### src/hw/rtl/teab_pkg.sv
`timescale 1ns / 1ps
// ----------------------------------------------------------------------------
// teab_pkg
// Shared constants, codes and controller/datapath interface types.
// ----------------------------------------------------------------------------
package teab_pkg;

	localparam int DEF_MAX_FACES   = 1024;
	localparam int DEF_VERTEX_BITS = 32;

	localparam int ACTION_W   = 2;
	localparam int VIN_W      = 32;
	localparam int SLOT_IN_W  = 12;
	localparam int STATUS_W   = 2;
	localparam int NB_OUT_W   = 10;
	localparam int FC_OUT_W   = 11;

	typedef enum logic [ACTION_W-1:0] {
		ACT_LOAD  = 2'd0,
		ACT_BUILD = 2'd1,
		ACT_READ  = 2'd2,
		ACT_CLEAR = 2'd3
	} action_t;

	typedef enum logic [STATUS_W-1:0] {
		ST_OK        = 2'd0,
		ST_FULL      = 2'd1,
		ST_NOT_BUILT = 2'd2,
		ST_RANGE     = 2'd3
	} status_t;

	// controller to datapath
	typedef struct packed {
		logic load;
		logic clear;
		logic read_issue;
		logic read_finish;
		logic build_start;
		logic clr_write;
		logic p_latch;
		logic q_issue;
		logic q_step;
		logic pair_p;
		logic pair_q;
		logic p_step;
		logic build_done;
	} cmd_t;

	// datapath to controller
	typedef struct packed {
		logic slots_zero;
		logic clr_last;
		logic p_paired;
		logic p_last;
		logic q_match;
		logic q_first;
	} stat_t;

endpackage

### src/hw/rtl/teab_ctrl.sv
`timescale 1ns / 1ps
// ----------------------------------------------------------------------------
// teab_ctrl
// Command sequencer: decodes items, drives the clear pass and steps the pairing scan.
// ----------------------------------------------------------------------------
module teab_ctrl (
	input  logic                          clk,
	input  logic                          arst_n,
	input  logic                          start,
	input  logic [teab_pkg::ACTION_W-1:0] action,
	input  teab_pkg::stat_t               st,
	output teab_pkg::cmd_t                cmd,
	output logic                          busy
);
	import teab_pkg::*;

	typedef enum logic [8:0] {
		S_IDLE    = 9'b000000001,
		S_RD_WAIT = 9'b000000010,
		S_CLR     = 9'b000000100,
		S_P_RD    = 9'b000001000,
		S_P_CHK   = 9'b000010000,
		S_Q_RD    = 9'b000100000,
		S_Q_CHK   = 9'b001000000,
		S_PAIR_P  = 9'b010000000,
		S_PAIR_Q  = 9'b100000000
	} state_t;

	state_t state_q, state_d;
	action_t act;

	assign act  = action_t'(action);
	assign busy = (state_q != S_IDLE);

	always_comb begin
		cmd     = '0;
		state_d = state_q;
		unique case (state_q)
			S_IDLE: begin
				if (start) begin
					unique case (act)
						ACT_LOAD:  cmd.load = 1'b1;
						ACT_CLEAR: cmd.clear = 1'b1;
						ACT_READ: begin
							cmd.read_issue = 1'b1;
							state_d = S_RD_WAIT;
						end
						ACT_BUILD: begin
							cmd.build_start = 1'b1;
							if (st.slots_zero) begin
								cmd.build_done = 1'b1;
							end else begin
								state_d = S_CLR;
							end
						end
					endcase
				end
			end
			S_RD_WAIT: begin
				cmd.read_finish = 1'b1;
				state_d = S_IDLE;
			end
			S_CLR: begin
				cmd.clr_write = 1'b1;
				if (st.clr_last) begin
					state_d = S_P_RD;
				end
			end
			S_P_RD: begin
				state_d = S_P_CHK;
			end
			S_P_CHK: begin
				if (!st.p_paired) begin
					cmd.p_latch = 1'b1;
					state_d = S_Q_RD;
				end else if (st.p_last) begin
					cmd.build_done = 1'b1;
					state_d = S_IDLE;
				end else begin
					cmd.p_step = 1'b1;
					state_d = S_P_RD;
				end
			end
			S_Q_RD: begin
				cmd.q_issue = 1'b1;
				state_d = S_Q_CHK;
			end
			S_Q_CHK: begin
				if (st.q_match) begin
					state_d = S_PAIR_P;
				end else if (!st.q_first) begin
					cmd.q_step = 1'b1;
					state_d = S_Q_RD;
				end else if (st.p_last) begin
					cmd.build_done = 1'b1;
					state_d = S_IDLE;
				end else begin
					cmd.p_step = 1'b1;
					state_d = S_P_RD;
				end
			end
			S_PAIR_P: begin
				cmd.pair_p = 1'b1;
				state_d = S_PAIR_Q;
			end
			S_PAIR_Q: begin
				cmd.pair_q = 1'b1;
				if (st.p_last) begin
					cmd.build_done = 1'b1;
					state_d = S_IDLE;
				end else begin
					cmd.p_step = 1'b1;
					state_d = S_P_RD;
				end
			end
			default: state_d = S_IDLE;
		endcase
	end

	always_ff @(posedge clk or negedge arst_n) begin
		if (!arst_n) begin
			state_q <= S_IDLE;
		end else begin
			state_q <= state_d;
		end
	end

	a_pair_two_writes: assert property (@(posedge clk) disable iff (!arst_n)
		state_q == S_PAIR_P |=> state_q == S_PAIR_Q)
		else $error("pair write not followed by partner write");

	a_read_waits: assert property (@(posedge clk) disable iff (!arst_n)
		(start && !busy && act == ACT_READ) |=> state_q == S_RD_WAIT)
		else $error("read item did not wait for RAM data");

	a_scan_continues: assert property (@(posedge clk) disable iff (!arst_n)
		(state_q == S_Q_CHK && !st.q_match && !st.q_first) |=> state_q == S_Q_RD)
		else $error("scan stopped early");

endmodule

### config.mk
export PLATFORM = sky130hd
export DESIGN_NAME = teab_ctrl
export DESIGN_NICKNAME = d
export VERILOG_FILES = /design/src/hw/rtl/teab_pkg.sv /design/src/hw/rtl/teab_ctrl.sv
export SDC_FILE = /design/constraint.sdc
export NUM_CORES = 1
export LEC_CHECK = 0
export BUFFER_PORTS_ARGS = -buffer_cell sky130_fd_sc_hd__buf_2
export CORE_UTILIZATION = 46
export DETAILED_ROUTE_END_ITERATION = 7
export GPL_TIMING_DRIVEN = 1
export HOLD_SLACK_MARGIN = 0.02
export PLACE_DENSITY = 0.77
export SLEW_MARGIN = 20
export SYNTH_ARGS = -nofsm -noshare
export SYNTH_HDL_FRONTEND = slang
export SYNTH_SLANG_ARGS = --single-unit
### constraint.sdc
create_clock -name clk -period 2.4 [get_ports clk]
set_clock_uncertainty 0.1 [all_clocks]
set_input_delay 0.48 -clock clk [delete_from_list [all_inputs] [get_ports clk]]
set_output_delay 0.48 -clock clk [all_outputs]
set_load 0.05 [all_outputs]
Word level (Yosys, flattened, before mapping)
Index checks and enable logic that the tools add are counted.
{"block": "op_classes", "n_eq_ne": 17, "n_reduce_logical": 2, "muxes": 37}
{"operator": "one-hot mux 9 bit (8 select lines)", "count": 1}
{"operator": "two-way mux 9 bit", "count": 6}
{"operator": "two-way mux 1 bit", "count": 21}
{"operator": "one-hot mux 9 bit (2 select lines)", "count": 1}
{"operator": "equality test 9 x 1 -> 1 bit (second input constant)", "count": 1}
{"operator": "equality test 9 x 2 -> 1 bit (second input constant)", "count": 1}
{"operator": "equality test 9 x 3 -> 1 bit (second input constant)", "count": 1}
{"operator": "equality test 9 x 4 -> 1 bit (second input constant)", "count": 1}
{"operator": "equality test 9 x 5 -> 1 bit (second input constant)", "count": 1}
{"operator": "equality test 9 x 6 -> 1 bit (second input constant)", "count": 1}
{"operator": "equality test 9 x 7 -> 1 bit (second input constant)", "count": 1}
{"operator": "equality test 9 x 8 -> 1 bit (second input constant)", "count": 1}
{"operator": "equality test 9 bit (second input constant)", "count": 1}
{"operator": "inequality test 9 x 1 -> 1 bit (second input constant)", "count": 1}
{"operator": "two-way mux 2 bit", "count": 3}
{"operator": "two-way mux 3 bit", "count": 2}
{"operator": "equality test 2 bit (second input constant)", "count": 2}
{"operator": "two-way mux 4 bit", "count": 1}
{"operator": "inequality test 2 bit (second input constant)", "count": 2}
{"operator": "one-hot mux 1 bit (4 select lines)", "count": 1}
{"operator": "AND reduction 4 bit", "count": 1}
{"operator": "inequality test 3 x 1 -> 1 bit (second input constant)", "count": 1}
{"operator": "inequality test 3 bit (second input constant)", "count": 1}
{"operator": "one-hot mux 1 bit (3 select lines)", "count": 1}
{"operator": "2 further kinds", "count": 2}
{"block": "totals", "input_bits": 11, "register_bits": 9, "output_inout_bits": 14, "word_cells": 57}

Logic depth before layout (Yosys ltp)
{"block": "depth", "ltp_word": 4, "mapped_depth": 6, "depth_no_buf": 5}

Least setup slack after synthesis
Ideal clock, no wire load.
{"block": "synth_path", "kind": "register -> output", "from": "reg state_q[4]", "to": "out cmd[12] (netlist name)", "n_path_buf": 0, "slack_ns": -1.137, "path_stages_with_launch": 4, "arrival_ns": 2.957, "required_ns": 1.820, "cell_sequence": "dfrtp_1 -> nor3_4 -> nand4_1 -> nor4_1"}
{"element": "from (decl)", "line_no": "teab_ctrl.sv:29", "text": "state_t state_q, state_d;"}
{"element": "from (signal assigned)", "line_no": "teab_ctrl.sv:124", "text": "state_q <= state_d;"}
{"element": "to (decl)", "line_no": "teab_ctrl.sv:12", "text": "output teab_pkg::cmd_t cmd,"}

==> impl_summary.txt <==
----------------------------------------------------
[Layout]
  Most used cells in the layout excluding fill and tap cells ... buf_4 (17), buf_2 (15), nor2_1 (9)
  Final Net Count ... 128
  Sequential Area ... 230 sq um
  Flip-flop count of the largest register, all copies and words added ... 9
  Fill count ... 70
  Layout cell share with drive strength beyond 1 ... 0.586
  Syn-to-layout area delta ... 67.7%
  Leading cell type in the layout, fill and taps excluded ... buf_4
  Final Instance Area ... 1090 sq um
  Register with the highest flop count ... state_q
  Number of inserted diodes ... 0
  Total area of multi-input combinational cells ... 509 sq um
  Top Registers ... state_q (9)

[GRT]
  Number of global-route vias before repair ... 627
  Wire length of the first global-routing pass ... 2.59 mm
  Largest net degree at the start of global routing ... 10
  Remaining global-route overflow ... 0
  Initial antenna violation count ... 0
  Aggregate global-route resource usage ... 0.253

[Drt]
  Detailed-route vias per instance ... 5.43
  Detailed-routing iteration count for the pre-antenna-repair pass ... 2
  Routed wire length ... 2.04 mm
  Wire length per cell ... 15.5 microns
  Number of nets still failing antenna checks after routing ... 0
  Initial drt markers ... 6
  Drt drc ... 0
  Via count ... 711

[Hold path]
  Worst min path class ... in2reg

[Synth]
  Number of warnings issued by yosys ... 0
  Synth cell types ... 39
  Sequential area share after synthesis ... 0.348
  Synthesis-stage register bit count ... 9
  Mapped Area ... 651 sq um
  Cells after Synth ... 73
  Avg Inst Size Synth ... 8.91 sq um
  Net count after synthesis ... 84

[STA]
  Final hold slack ... 0.329 ns
  Final Max Tran Viols ... 0
  Final setup fails ... 5
  Share of the clock period used by the worst path after layout ... 1.02
  Hold violation count in the final report ... 0
  Actual slew at the worst max-slew pin ... 0.295 ns
  Slew margin rel. ... 0.801
  RSZ-0062 raised after global routing ... yes
  Final WS setup ... -0.0561 ns
  Fmax achieved ... 407 MHz
  Setup TNS ... -0.152 ns
  Final critical delay including setup and external delays ... 2.46 ns

[Power and ir drop]
  Power per Cell Area ... 578 nW/um^2
  Post-layout power ... 630 uW
  Worst vdd rail ir drop ... 0.000478 V
  Leakage power of the design ... 0.000504 uW

[Status]
  Run status ... finished with violations
  Violations in the final reports ... setup timing

[Floorplanning]
  Initial Utilization ... 0.500
  Total die area ... 1570 sq um
  Die extent in y ... 39.6 microns
  I/O pins ... 25
  Number of core rows ... 13
  Chip width ... 39.6 microns
  CORE AREA ... 1300 sq um

[Critical path]
  Element type at the critical path start ... register
  Req. time, crit path ... 1.82 ns
  Worst-path maximum fanout ... 4
  Setup crit end kind ... output port
  Data arrival at the endpoint of the critical path ... 1.88 ns
  Worst Path Class, Setup ... reg2out

[Place]
  Input/output buffers ... 24
  Final weighted congestion in routability-driven placement ... 0.727
  Total cell area at the placement stage ... 893 sq um
  Estimated wirelength of the detail-placed design ... 1.19 mm
  Worst slack at placement ... 0.0650 ns

[Clocking]
  Clk_lat worst skew ... 0.25 ns
  Clock root buffer ... clkbuf_4
  Maximum number of buffers from clock root to sink ... 2
  Number of H-tree branching levels ... 1
  Sink Count ... 9
  Number of buffers added by the clock tree synthesis step ... 3
  TritonCTS clock tree ... yes
  Worst-path clk slew ... 0.06 ns

[Run]
  Maxcap violations ... 0

----------------------------------------------------
[worst max-delay path: stages (launching register included)]
cell     delay [ns]
dfrtp_2        0.43
nor4_4         0.33
buf_4          0.19
nand4_1        0.13
a21oi_4        0.20
o21ai_2        0.10
o21ai_4        0.08
buf_8          0.16
[synth_stat cells, drive strengths merged]
cell / instances / area share
xor2: 2 / 0.027
and3: 2 / 0.019
o2bb2ai: 1 / 0.013
o211ai: 1 / 0.012
o21a: 1 / 0.012
nor3: 3 / 0.040
or2: 1 / 0.0096
a32o: 1 / 0.015
inv: 5 / 0.029
nand3: 2 / 0.023
nand2: 4 / 0.027
nand4: 3 / 0.038
nor2: 14 / 0.085
nand2b: 1 / 0.0096
nor4: 3 / 0.052
nor3b: 3 / 0.042
xnor2: 1 / 0.013
buf: 1 / 0.0077
nor2b: 1 / 0.0096
dfrtp: 8 / 0.31
o2111ai: 1 / 0.013
nand3b: 2 / 0.023
and4: 2 / 0.027
dfstp: 1 / 0.040
o21ai: 4 / 0.037
o22ai: 1 / 0.0096
nor4b: 2 / 0.037
a21oi: 2 / 0.021
[final cells by class]
cell class	instances	area share
Multi-Input combinational cell	58	0.467
Timing Repair Buffer	40	0.264
Sequential cell	9	0.211
Clock buffer	4	0.0241
Inverter	5	0.0172
Tap cell	15	0.0172
[final timing paths]
path	cells after the start	slack [ns]	from	endpoint
max	7	-0.06	state_q[2]	cmd[0]
max reg2reg	7	0.56	state_q[2]	state_q[0]
min in group asynchronous	2	0.54	arst_n	state_q[1]
min	2	0.33	st[5]	state_q[2]
max in group asynchronous	2	1.41	arst_n	state_q[0]
min reg2reg	2	0.51	state_q[2]	state_q[4]
[routing by layer]
metal / GRT usage / part of all wire / wire length (microns)
met3: 0.0341 / 0.025 / 50
met1: 0.284 / 0.42 / 846
met4: 0.129 / 0.011 / 23
met2: 0.455 / 0.55 / 1110
met5: 0 / 0 / 0
[metrics by stage]
stage,instances,utilization
floorplan,73,-
global route,131,0.838
CTS,128,0.782
detailed placement,117,0.687
global placement,117,0.687
finish,131,0.838
[cells by family (layout without fill, tap and decap cells)]
family / after synthesis / count (layout) / share of synthesized area
xor gates and xnor gates: 3 / 3 / 0.0404
buffers and inverters: 6 / 49 / 0.0365
DFF: 9 / 9 / 0.348
and+or+nand+nor: 43 / 43 / 0.442
AOI/OAI and AO/OA: 12 / 12 / 0.133
[repair_timing]
item | CTS | global route
hold endpoints to repair | 8 | 0
pin swaps | 5 | 8
buffers inserted | 6 | 3
endpoints found under the setup margin | 7 | 9
hold buffers | 1 | 0
resized for setup | 12 | 17
[power breakdown]
part,leakage (uW),internal (uW),switching [uW]
combinational,0.000372,138,187
sequential,0.000117,169,21.9
clock,0.0000150,63.9,50.2
total,0.000504,371,259
Note: power is estimated with default switching activity, not from simulation.
